## src/rtl/scenc_pkg.sv

```systemverilog
// shared types and constants for the sin/cos encoder angle and speed core
// no dependencies
package scenc_pkg;

	typedef struct packed {
		logic [15:0] sin_code;
		logic [15:0] cos_code;
		logic [19:0] step_time_us;
	} in_item_t;

	typedef struct packed {
		logic [15:0]        angle_bam;
		logic signed [23:0] speed_q8;
		logic [1:0]         status;
	} out_item_t;

	// normalised pair waiting between front and back
	typedef struct packed {
		logic signed [15:0] sin_n;
		logic signed [15:0] cos_n;
		logic [19:0]        dt;
	} norm_item_t;

	localparam logic [1:0] CFG_CENTER = 2'd0;
	localparam logic [1:0] CFG_GAIN   = 2'd1;

	localparam logic [1:0] ST_VALID   = 2'd0;
	localparam logic [1:0] ST_FIRST   = 2'd1;
	localparam logic [1:0] ST_ZERO_DT = 2'd2;

	localparam logic [15:0] CENTER_RESET = 16'd32768;
	localparam logic [23:0] GAIN_RESET   = 24'd65536;
	localparam logic [24:0] NORM_LIMIT   = 25'd19661;
	// 2*pi*1e6/256 in q16
	localparam logic [30:0] SPEED_K_Q16  = 31'd1608495439;

	// atan(2^-i) in units of 2^-32 turn
	function automatic logic [31:0] atan_turn(input logic [4:0] i);
		logic [31:0] r;
		unique case (i)
			5'd0:  r = 32'h20000000;
			5'd1:  r = 32'h12E4051E;
			5'd2:  r = 32'h09FB385B;
			5'd3:  r = 32'h051111D4;
			5'd4:  r = 32'h028B0D43;
			5'd5:  r = 32'h0145D7E1;
			5'd6:  r = 32'h00A2F61E;
			5'd7:  r = 32'h00517C55;
			5'd8:  r = 32'h0028BE53;
			5'd9:  r = 32'h00145F2F;
			5'd10: r = 32'h000A2F98;
			5'd11: r = 32'h000517CC;
			5'd12: r = 32'h00028BE6;
			5'd13: r = 32'h000145F3;
			5'd14: r = 32'h0000A2FA;
			5'd15: r = 32'h0000517D;
			5'd16: r = 32'h000028BE;
			5'd17: r = 32'h0000145F;
			5'd18: r = 32'h00000A30;
			5'd19: r = 32'h00000518;
			5'd20: r = 32'h0000028C;
			5'd21: r = 32'h00000146;
			5'd22: r = 32'h000000A3;
			5'd23: r = 32'h00000051;
			default: r = 32'h0;
		endcase
		return r;
	endfunction

	// round half up from q16 product, clamp to 1.2, apply sign
	function automatic logic signed [15:0] norm_round(input logic [40:0] prod, input logic neg);
		logic [40:0] sum;
		logic [24:0] q;
		logic [15:0] m;
		sum = prod + 41'd32768;
		q = sum[40:16];
		if (q > NORM_LIMIT) begin
			q = NORM_LIMIT;
		end
		m = q[15:0];
		return neg ? -$signed(m) : $signed(m);
	endfunction

endpackage

```

## src/rtl/scenc_fifo.sv

```systemverilog
// two-entry queue between the front and the back
// no package dependencies
module scenc_fifo #(
	parameter int W = 52
) (
	input  logic         clk,
	input  logic         arst_n,
	input  logic         push,
	input  logic [W-1:0] push_data,
	output logic         full,
	input  logic         pop,
	output logic [W-1:0] pop_data,
	output logic         empty
);
	logic [W-1:0] mem_q [2];
	logic         wr_ptr_q;
	logic         rd_ptr_q;
	logic [1:0]   count_q;

	assign full     = count_q == 2'd2;
	assign empty    = count_q == 2'd0;
	assign pop_data = mem_q[rd_ptr_q];

	always_ff @(posedge clk) begin
		if (push && !full) begin
			mem_q[wr_ptr_q] <= push_data;
		end
	end

	always_ff @(posedge clk or negedge arst_n) begin
		if (!arst_n) begin
			wr_ptr_q <= 1'b0;
			rd_ptr_q <= 1'b0;
			count_q  <= 2'd0;
		end else begin
			if (push && !full) begin
				wr_ptr_q <= ~wr_ptr_q;
			end
			if (pop && !empty) begin
				rd_ptr_q <= ~rd_ptr_q;
			end
			count_q <= count_q + 2'((push && !full) ? 1 : 0) - 2'((pop && !empty) ? 1 : 0);
		end
	end
endmodule

```

## src/rtl/scenc_front.sv

```systemverilog
// front: takes an item, centres and scales both codes with one shared multiplier
// depends on scenc_pkg
module scenc_front (
	input  logic                  clk,
	input  logic                  arst_n,
	input  logic                  in_valid,
	output logic                  in_stall,
	input  scenc_pkg::in_item_t   in_data,
	input  logic [15:0]           center,
	input  logic [23:0]           gain,
	output logic                  push,
	output scenc_pkg::norm_item_t push_data,
	input  logic                  full
);
	import scenc_pkg::*;

	typedef enum logic [3:0] {
		F_IDLE = 4'b0001,
		F_MS   = 4'b0010,
		F_MC   = 4'b0100,
		F_PUSH = 4'b1000
	} front_state_t;

	front_state_t       state_q;
	in_item_t           item_q;
	logic [40:0]        prod_q;
	logic               neg_q;
	logic signed [15:0] sin_n_q;

	logic [15:0]        code;
	logic signed [16:0] centred;
	logic [16:0]        mag;
	logic [40:0]        prod;

	assign code    = (state_q == F_MS) ? item_q.sin_code : item_q.cos_code;
	assign centred = $signed({1'b0, code}) - $signed({1'b0, center});
	assign mag     = centred[16] ? 17'(-centred) : 17'(centred);
	assign prod    = 41'(mag) * 41'(gain);

	assign in_stall  = state_q != F_IDLE;
	assign push      = state_q == F_PUSH;
	assign push_data = '{sin_n: sin_n_q, cos_n: norm_round(prod_q, neg_q),
		dt: item_q.step_time_us};

	always_ff @(posedge clk) begin
		if (state_q == F_IDLE && in_valid) begin
			item_q <= in_data;
		end
		if (state_q == F_MS || state_q == F_MC) begin
			prod_q <= prod;
			neg_q  <= centred[16];
		end
		if (state_q == F_MC) begin
			sin_n_q <= norm_round(prod_q, neg_q);
		end
	end

	always_ff @(posedge clk or negedge arst_n) begin
		if (!arst_n) begin
			state_q <= F_IDLE;
		end else begin
			unique case (state_q)
				F_IDLE: if (in_valid) state_q <= F_MS;
				F_MS:   state_q <= F_MC;
				F_MC:   state_q <= F_PUSH;
				F_PUSH: if (!full) state_q <= F_IDLE;
				default: state_q <= F_IDLE;
			endcase
		end
	end
endmodule

```

## src/rtl/scenc_back.sv

```systemverilog
// back: cordic atan2, angle step, serial speed divide, result register
// depends on scenc_pkg
module scenc_back #(
	parameter int CORDIC_STEPS = 16
) (
	input  logic                  clk,
	input  logic                  arst_n,
	input  logic                  empty,
	input  scenc_pkg::norm_item_t pop_data,
	output logic                  pop,
	output logic                  out_valid,
	input  logic                  out_stall,
	output scenc_pkg::out_item_t  out_data
);
	import scenc_pkg::*;

	localparam int IW = (CORDIC_STEPS > 1) ? $clog2(CORDIC_STEPS) : 1;
	localparam logic [IW-1:0] LAST_STEP = IW'(CORDIC_STEPS - 1);

	typedef enum logic [5:0] {
		B_IDLE   = 6'b000001,
		B_CORDIC = 6'b000010,
		B_MUL    = 6'b000100,
		B_PRE    = 6'b001000,
		B_DIV    = 6'b010000,
		B_DONE   = 6'b100000
	} back_state_t;

	back_state_t        state_q;
	logic signed [31:0] x_q;
	logic signed [31:0] y_q;
	logic [31:0]        z_q;
	logic [IW-1:0]      i_q;
	logic               zero_q;
	logic [19:0]        dt_q;
	logic [15:0]        ang_q;
	logic               dneg_q;
	logic [1:0]         status_q;
	logic [47:0]        prod_q;
	logic [31:0]        div_q;
	logic [19:0]        rem_q;
	logic [4:0]         cnt_q;
	logic [15:0]        prev_q;
	logic               prev_valid_q;
	logic               out_valid_q;
	out_item_t          out_q;

	logic signed [31:0] x0;
	logic signed [31:0] y0;
	logic signed [31:0] xs;
	logic signed [31:0] ys;
	logic [31:0]        at;
	logic [15:0]        ang;
	logic [15:0]        delta;
	logic [16:0]        dmag;
	logic [47:0]        num;
	logic [20:0]        trial;
	logic               fits;
	logic signed [23:0] speed;
	logic               out_free;

	assign pop      = state_q == B_IDLE && !empty;
	assign out_free = !out_valid_q || !out_stall;

	assign x0 = 32'(pop_data.cos_n) <<< 8;
	assign y0 = 32'(pop_data.sin_n) <<< 8;
	assign xs = x_q >>> i_q;
	assign ys = y_q >>> i_q;
	assign at = atan_turn(5'(i_q));

	// round the turn accumulator to 16 bits, wrapping
	assign ang   = zero_q ? 16'd0 : z_q[31:16] + 16'(z_q[15]);
	assign delta = ang - prev_q;
	assign dmag  = delta[15] ? 17'(-$signed({1'b1, delta})) : {1'b0, delta};

	assign num   = prod_q + {13'd0, dt_q, 15'd0};
	assign trial = {rem_q, div_q[31]};
	assign fits  = trial >= {1'b0, dt_q};

	always_comb begin
		speed = '0;
		if (status_q == ST_VALID) begin
			if (dneg_q) begin
				speed = (div_q > 32'd8388608) ? 24'sh800000 : -$signed(div_q[23:0]);
			end else begin
				speed = (div_q > 32'd8388607) ? 24'sh7FFFFF : $signed(div_q[23:0]);
			end
		end
	end

	assign out_valid = out_valid_q;
	assign out_data  = out_q;

	always_ff @(posedge clk) begin
		unique case (state_q)
			B_IDLE: begin
				if (!empty) begin
					zero_q <= pop_data.sin_n == 16'sd0 && pop_data.cos_n == 16'sd0;
					dt_q   <= pop_data.dt;
					i_q    <= '0;
					if (pop_data.cos_n < 0) begin
						x_q <= -x0;
						y_q <= -y0;
						z_q <= 32'h80000000;
					end else begin
						x_q <= x0;
						y_q <= y0;
						z_q <= 32'h0;
					end
				end
			end
			B_CORDIC: begin
				if (!y_q[31]) begin
					x_q <= x_q + ys;
					y_q <= y_q - xs;
					z_q <= z_q + at;
				end else begin
					x_q <= x_q - ys;
					y_q <= y_q + xs;
					z_q <= z_q - at;
				end
				i_q <= i_q + IW'(1);
			end
			B_MUL: begin
				ang_q  <= ang;
				dneg_q <= delta[15];
				prod_q <= 48'(dmag) * 48'(SPEED_K_Q16);
				if (dt_q == 20'd0) begin
					status_q <= ST_ZERO_DT;
				end else if (!prev_valid_q) begin
					status_q <= ST_FIRST;
				end else begin
					status_q <= ST_VALID;
				end
			end
			B_PRE: begin
				// half divisor for rounding, then drop the q16 scale of the dividend
				div_q <= num[47:16];
				rem_q <= '0;
				cnt_q <= '0;
			end
			B_DIV: begin
				rem_q <= fits ? 20'(trial - {1'b0, dt_q}) : trial[19:0];
				div_q <= {div_q[30:0], fits};
				cnt_q <= cnt_q + 5'd1;
			end
			B_DONE: begin
				if (out_free) begin
					out_q <= '{angle_bam: ang_q, speed_q8: speed, status: status_q};
				end
			end
			default: begin
			end
		endcase
	end

	always_ff @(posedge clk or negedge arst_n) begin
		if (!arst_n) begin
			state_q      <= B_IDLE;
			prev_q       <= '0;
			prev_valid_q <= 1'b0;
			out_valid_q  <= 1'b0;
		end else begin
			// a result stays until taken; a new one is loaded only when the register is free
			out_valid_q <= (state_q == B_DONE && out_free) || (out_valid_q && out_stall);
			unique case (state_q)
				B_IDLE:   if (!empty) state_q <= B_CORDIC;
				B_CORDIC: if (i_q == LAST_STEP) state_q <= B_MUL;
				B_MUL: begin
					if (dt_q != 20'd0) begin
						prev_q       <= ang;
						prev_valid_q <= 1'b1;
					end
					state_q <= (dt_q != 20'd0 && prev_valid_q) ? B_PRE : B_DONE;
				end
				B_PRE:    state_q <= B_DIV;
				B_DIV:    if (cnt_q == 5'd31) state_q <= B_DONE;
				B_DONE: begin
					if (out_free) begin
						state_q <= B_IDLE;
					end
				end
				default: state_q <= B_IDLE;
			endcase
		end
	end
endmodule

```

## src/rtl/sincos_encoder_angle_and_speed_core.sv

```systemverilog
// Sin/cos encoder angle and speed core. Each item is a raw sine and cosine
// code pair with the microseconds since the last pair; each gives one result
// item with a 16-bit angle, a saturated speed in rad/s times 256 and a status.
// The front takes a new item only after pushing the last one and normalises
// both codes on one multiplier; a two-entry queue holds normalised pairs for
// the back. The back sets the sustained rate: the angle takes a load state,
// CORDIC_STEPS CORDIC steps and a multiply state, then a valid speed takes a
// set-up state and the one-bit-per-cycle divider; first-pair and zero-step
// items skip the divide. A finished result waits in the output register while
// the next item is worked on.
// depends on scenc_pkg, scenc_front, scenc_fifo, scenc_back
module sincos_encoder_angle_and_speed_core #(
	parameter int CORDIC_STEPS = 16
) (
	input  logic                 clk,
	input  logic                 arst_n,
	input  logic                 in_valid,
	output logic                 in_stall,
	input  scenc_pkg::in_item_t  in_data,
	output logic                 out_valid,
	input  logic                 out_stall,
	output scenc_pkg::out_item_t out_data,
	input  logic                 cfg_we,
	input  logic [1:0]           cfg_index,
	input  logic [23:0]          cfg_data
);
	import scenc_pkg::*;

	logic [15:0] center_q;
	logic [23:0] gain_q;
	logic        push;
	norm_item_t  push_data;
	logic        full;
	logic        pop;
	norm_item_t  pop_data;
	logic        empty;

	always_ff @(posedge clk or negedge arst_n) begin
		if (!arst_n) begin
			center_q <= CENTER_RESET;
			gain_q   <= GAIN_RESET;
		end else if (cfg_we) begin
			if (cfg_index == CFG_CENTER) begin
				center_q <= cfg_data[15:0];
			end
			if (cfg_index == CFG_GAIN) begin
				gain_q <= cfg_data;
			end
		end
	end

	scenc_front u_front (
		.clk       (clk),
		.arst_n    (arst_n),
		.in_valid  (in_valid),
		.in_stall  (in_stall),
		.in_data   (in_data),
		.center    (center_q),
		.gain      (gain_q),
		.push      (push),
		.push_data (push_data),
		.full      (full)
	);

	scenc_fifo #(
		.W ($bits(norm_item_t))
	) u_fifo (
		.clk       (clk),
		.arst_n    (arst_n),
		.push      (push),
		.push_data (push_data),
		.full      (full),
		.pop       (pop),
		.pop_data  (pop_data),
		.empty     (empty)
	);

	scenc_back #(
		.CORDIC_STEPS (CORDIC_STEPS)
	) u_back (
		.clk       (clk),
		.arst_n    (arst_n),
		.empty     (empty),
		.pop_data  (pop_data),
		.pop       (pop),
		.out_valid (out_valid),
		.out_stall (out_stall),
		.out_data  (out_data)
	);

	a_status_code: assert property (@(posedge clk) disable iff (!arst_n)
		out_valid |-> (out_data.status == ST_VALID || out_data.status == ST_FIRST ||
			out_data.status == ST_ZERO_DT))
		else $error("bad status code");

	a_no_speed: assert property (@(posedge clk) disable iff (!arst_n)
		out_valid && out_data.status != ST_VALID |-> out_data.speed_q8 == 24'sd0)
		else $error("speed set without a valid step");

	a_queue_order: assert property (@(posedge clk) disable iff (!arst_n)
		push && full |=> !empty)
		else $error("queue lost an item");
endmodule
```

## config.mk

```make
export PLATFORM = sky130hd
export DESIGN_NAME = sincos_encoder_angle_and_speed_core
export DESIGN_NICKNAME = d
export VERILOG_FILES = /design/src/rtl/scenc_pkg.sv /design/src/rtl/scenc_fifo.sv /design/src/rtl/scenc_front.sv /design/src/rtl/scenc_back.sv /design/src/rtl/sincos_encoder_angle_and_speed_core.sv
export SDC_FILE = /design/constraint.sdc
export NUM_CORES = 2
export LEC_CHECK = 0
export ABC_AREA = 1
export BUFFER_PORTS_ARGS = -buffer_cell sky130_fd_sc_hd__buf_2
export CAP_MARGIN = 20
export CORE_MARGIN = 4
export CORE_UTILIZATION = 70
export CTS_CLUSTER_DIAMETER = 50
export DETAILED_ROUTE_END_ITERATION = 7
export PLACE_DENSITY = 0.89
export SLEW_MARGIN = 25
export SYNTH_ARGS = -nofsm -noshare
export SYNTH_HDL_FRONTEND = slang
export SYNTH_SLANG_ARGS = --single-unit
```

## constraint.sdc

```tcl
create_clock -name clk -period 20.7 [get_ports clk]
set_input_delay 0 -clock clk [delete_from_list [all_inputs] [get_ports clk]]
set_output_delay 0 -clock clk [all_outputs]
set_load 0.005 [all_outputs]
```

==> results.md <==
Outcome:
- The run finished, with violations left.
- The checks that failed: design-rule violations.

STA:
- In the final timing run, aggregate negative setup slack is 0 ns.
- The maximum operating frequency is 84.1 MHz.
- The final max-slew violation count was 0.
- For the finished layout, the period the worst path requires is 11.89 ns.
- The worst relative slew slack is 27.9%.
- The hold violation total from the final report came to 0.
- Setup violations remaining at the end of the flow were counted as 0.
- The slew of the pin with the lowest slew margin is 1.07 ns.
- The part of the cycle the worst path needs is 57.5%.
- Clock skew on the completed layout was measured at 0.0500 ns.
- Setup repair after global routing left no endpoint under its margin.

CTS:
- The clock latency reported for the late side of the worst-skew pair is 0.70 ns.
- The tree built by TritonCTS fans out to 573 sinks.
- No sink is reached through more buffers than the 3 on the longest clock path.
- The clock tree from TritonCTS is done.
- Once the clock tree was built, the setup fixing pass inserted 0 buffers.
- The cell sitting at the root of the clock tree is a sky130_fd_sc_hd__clkbuf_16.
- The clock transition at the registers of the reported paths is 0.07 ns.
- The H-tree depth is 3.
- The quantity of gates resized following cts is 0.
- TritonCTS created 79 clock buffers.

Place:
- The count of buffers inserted at the top-level ports is 126.
- The final HPWL from detailed placement is 140000 um.
- The congestion estimate from routability-driven global placement came to 0.999.

Yosys:
- Counting flops with a built-in enable in the synthesized netlist gives 471.
- The post-synthesis cell area is 60400 um^2.
- In this run, synthesis produced a sequential element count of 573.
- The distinct cell type count after synthesis is 77.
- By area, the combinational part of the netlist is dominated by adder cells.
- The async set or reset register ratio after synthesis is 12.6%.
- By instance count, the leading cell after synthesis is sky130_fd_sc_hd__nand2_1.
- Ranked by total cell area, the synthesized netlist is headed by sky130_fd_sc_hd__edfxtp_1, sky130_fd_sc_hd__fa_1, sky130_fd_sc_hd__nand2_1.
- The primary flip-flop cell chosen by synthesis mapping is sky130_fd_sc_hd__edfxtp_1.
- After technology mapping, the gate count stands at 7474.
- The area share of the leading cell type in the synthesized netlist is 23.4%.
- The synthesized netlist devotes 11.2% of its cell area to compound gates.
- The average instance in the mapped netlist occupies 8.09 um^2.
- Summed over all instances, the cell type with the most area after synthesis is sky130_fd_sc_hd__edfxtp_1.
- Yosys printed 0 warnings.
- The synthesized-area fraction occupied by adder cells is 27.5%.
- The post-synthesis share of cell area spent on xor and xnor gates is 3.96%.
- The simple-gate portion of the synthesized area is 19.0%.
- After synthesis, the most frequently instantiated cells are sky130_fd_sc_hd__nand2_1, sky130_fd_sc_hd__inv_1, sky130_fd_sc_hd__nor2_1.
- The post-synthesis mux area share is 0.567%.
- The proportion of synthesized chip area in sequential cells is 27.4%.

Setup path:
- The kind of end point of the critical path is a flop.
- The critical path starts at u_front.state_q[3].
- Of all nets on the critical path, the largest fanout is 33.
- The reg-to-reg startpoint is u_front.state_q[3].
- The critical path launch point type is a flop.
- In this design, the stage delay of the slowest critical-path cell is 0.83 ns.
- The required time of the critical path is 21.22 ns.
- The worst path arrival time is 12.41 ns.
- The classification of the worst setup path is flop to flop.
- The largest individual stage delay along the critical path comes from the cell sky130_fd_sc_hd__xor2_1.

Global routing:
- The via count of the first global-routing pass is 53800.
- The sum of overflow across all layers after global routing is 0.
- The largest net degree at the start of global routing is 90.
- The number of antenna violations at the first check in global routing came to 3.
- The first global-routing pass estimated 293000 um of wire.
- In the global route stage, overall resource usage came out at 41.3%.

Final layout:
- The area added between synthesis and finish is 8.34%.
- At the end of the flow, the number of nets in the layout was 8695.
- Cells with a size suffix above 1 make up 6.14% of the layout.

Drt:
- The total wire length is 190000 um.
- The first-iteration detailed-routing DRC count is 6862.
- The count of unresolved DRC violations after routing is 33.
- The detailed-routing iteration count for the pre-antenna-repair pass is 8.
- In this run the remaining antenna-violating nets after routing total 0.
- The average via count per standard cell is 6.14.
- The detailed-route wire length per cell is 21.6 um.
- The routed layout has 54200 vias.

Hold path:
- The worst min-delay path category is primary input to flop.
- The start point of the worst min-delay path is in_data[30].

Floorplanning:
- The initialized floorplan defines 107 standard-cell rows.
- The die outline area is 91100 um^2.
- The starting density of the core is 70.8%.
- The die span in y is 302 um.
- The overall die width is 302 um.
- The core region is 85400 um^2.
- The count of pins on the block boundary is 127.

Flow run:
- Across the run, the number of max-cap violations was 0.
-- what timing repair did --
action	in CTS	in global routing
hold buffers	87	1
setup endpoints to repair	0	0
hold endpoints to repair	193	17
-- critical path, delay by kind of cell (launching register included) --
family                     cells  cell delay [ns]
xor gates and xnor gates       2             1.01
AOI/OAI and AO/OA              5             1.67
DFF                            1             0.42
adders and majority gates      8             3.77
buffers and inverters          9             1.61
and+or+nand+nor               17             3.19
-- cells in the final DEF, fill, tap and decap left out, types with 20 or more instances in the layout --
master                          instances
sky130_fd_sc_hd__nand2_1             1585
sky130_fd_sc_hd__ha_1                 462
sky130_fd_sc_hd__dfrtp_1               67
sky130_fd_sc_hd__buf_2                125
sky130_fd_sc_hd__edfxtp_1             471
sky130_fd_sc_hd__nand3b_1              20
sky130_fd_sc_hd__nor3_1                75
sky130_fd_sc_hd__o21a_1                34
sky130_fd_sc_hd__mux2i_1               32
sky130_fd_sc_hd__or2_2                 52
sky130_fd_sc_hd__o21bai_1              23
sky130_fd_sc_hd__xnor2_1               97
sky130_fd_sc_hd__xor2_1               168
sky130_fd_sc_hd__nor4_1                25
sky130_fd_sc_hd__nor2_2                25
sky130_fd_sc_hd__o21ai_1               84
sky130_fd_sc_hd__inv_1               1404
sky130_fd_sc_hd__dlygate4sd3_1         88
sky130_fd_sc_hd__nand3_1              239
sky130_fd_sc_hd__fa_1                 541
sky130_fd_sc_hd__nand4_1               74
sky130_fd_sc_hd__nand2_2               20
sky130_fd_sc_hd__buf_4                 35
sky130_fd_sc_hd__clkbuf_16             79
sky130_fd_sc_hd__o21ai_0              449
sky130_fd_sc_hd__nor2_1               589
sky130_fd_sc_hd__a21oi_1              438
sky130_fd_sc_hd__a31oi_1               60
sky130_fd_sc_hd__dfxtp_1               30
-- sequential cells by signal, summed over array words and instances (netlist names), 20 cells and up --
signal             count
u_fifo.mem_q         104
u_back.out_data       42
u_back.prod_q         33
u_back.div_q          32
u_back.x_q            32
u_back.y_q            32
u_back.z_q            32
u_front.item_q        32
u_back.at             30
u_front.prod_q        26
gain_q                24
u_back.dt_q           20
u_back.rem_q          20
u_front.push_data     20
-- per-layer routing --
| metal | part of all wire [%] | vias to the layer above | wire, um | track usage, % |
|---|---|---|---|---|
| met1 | 37 | 25200 | 70400 | 52.8 |
| met2 | 44 | 3697 | 84100 | 64.5 |
| met4 | 6.8 | 2 | 13000 | 21.3 |
| met5 | 0.0079 | - | 15 | 0 |
| li1 | - | 24200 | - | - |
| met3 | 12 | 1023 | 23000 | 11.7 |
-- layout make-up --
cell class,count,area (um^2)
multi-input cells,5278,37700
clock inverters,52,548
flip-flops and latches,573,16600
well taps,1144,1430
clock buffers,95,2060
inverters,1426,5360
repair buffers,251,1840
fillers,6016,19900
diodes,2,5.00
-- metrics by stage --
stage	std cells	hold WS (ns)	worst slack [ns]	util (%)	cell area, um^2
6_report	8821	0.0184	8.81	76.7	65500
5_1_grt	8821	0.0255	8.40	76.7	65500
4_1_cts	8817	0.000288	9.46	76.6	65400
3_5_place_dp	8583	-0.158	9.61	72.5	61900
3_3_place_gp	8582	-0.163	9.89	72.5	61900
2_1_floorplan	7477	-0.296	11.84	-	60500
-- final timing paths --
kind,to,slack [ns],cells past startpoint
setup / recovery,u_front.prod_q[37],8.81,41
hold / removal,u_front.item_q[30],0.02,2
setup reg to reg,u_front.prod_q[37],8.81,41
hold reg to reg,u_back.out_data[39],0.42,0
max in group asynchronous,gain_q[18],19.40,4
min in group asynchronous,center_q[8],0.38,4
-- cell families (layout without fill, tap and decap cells) --
| group | after synthesis | count (layout) |
|---|---|---|
| muxes | 33 | 33 |
| DFF | 573 | 573 |
| xor gates and xnor gates | 270 | 270 |
| buffers and inverters | 1626 | 1824 |
| AOI/OAI and AO/OA | 1218 | 1218 |
| other | 2 | 7 |
| and+or+nand+nor | 2749 | 2749 |
| adders and majority gates | 1003 | 1003 |
Power is left out: the tool's default activity adds up to more than one toggle a clock period on the data nets, which glitch-free logic cannot reach.
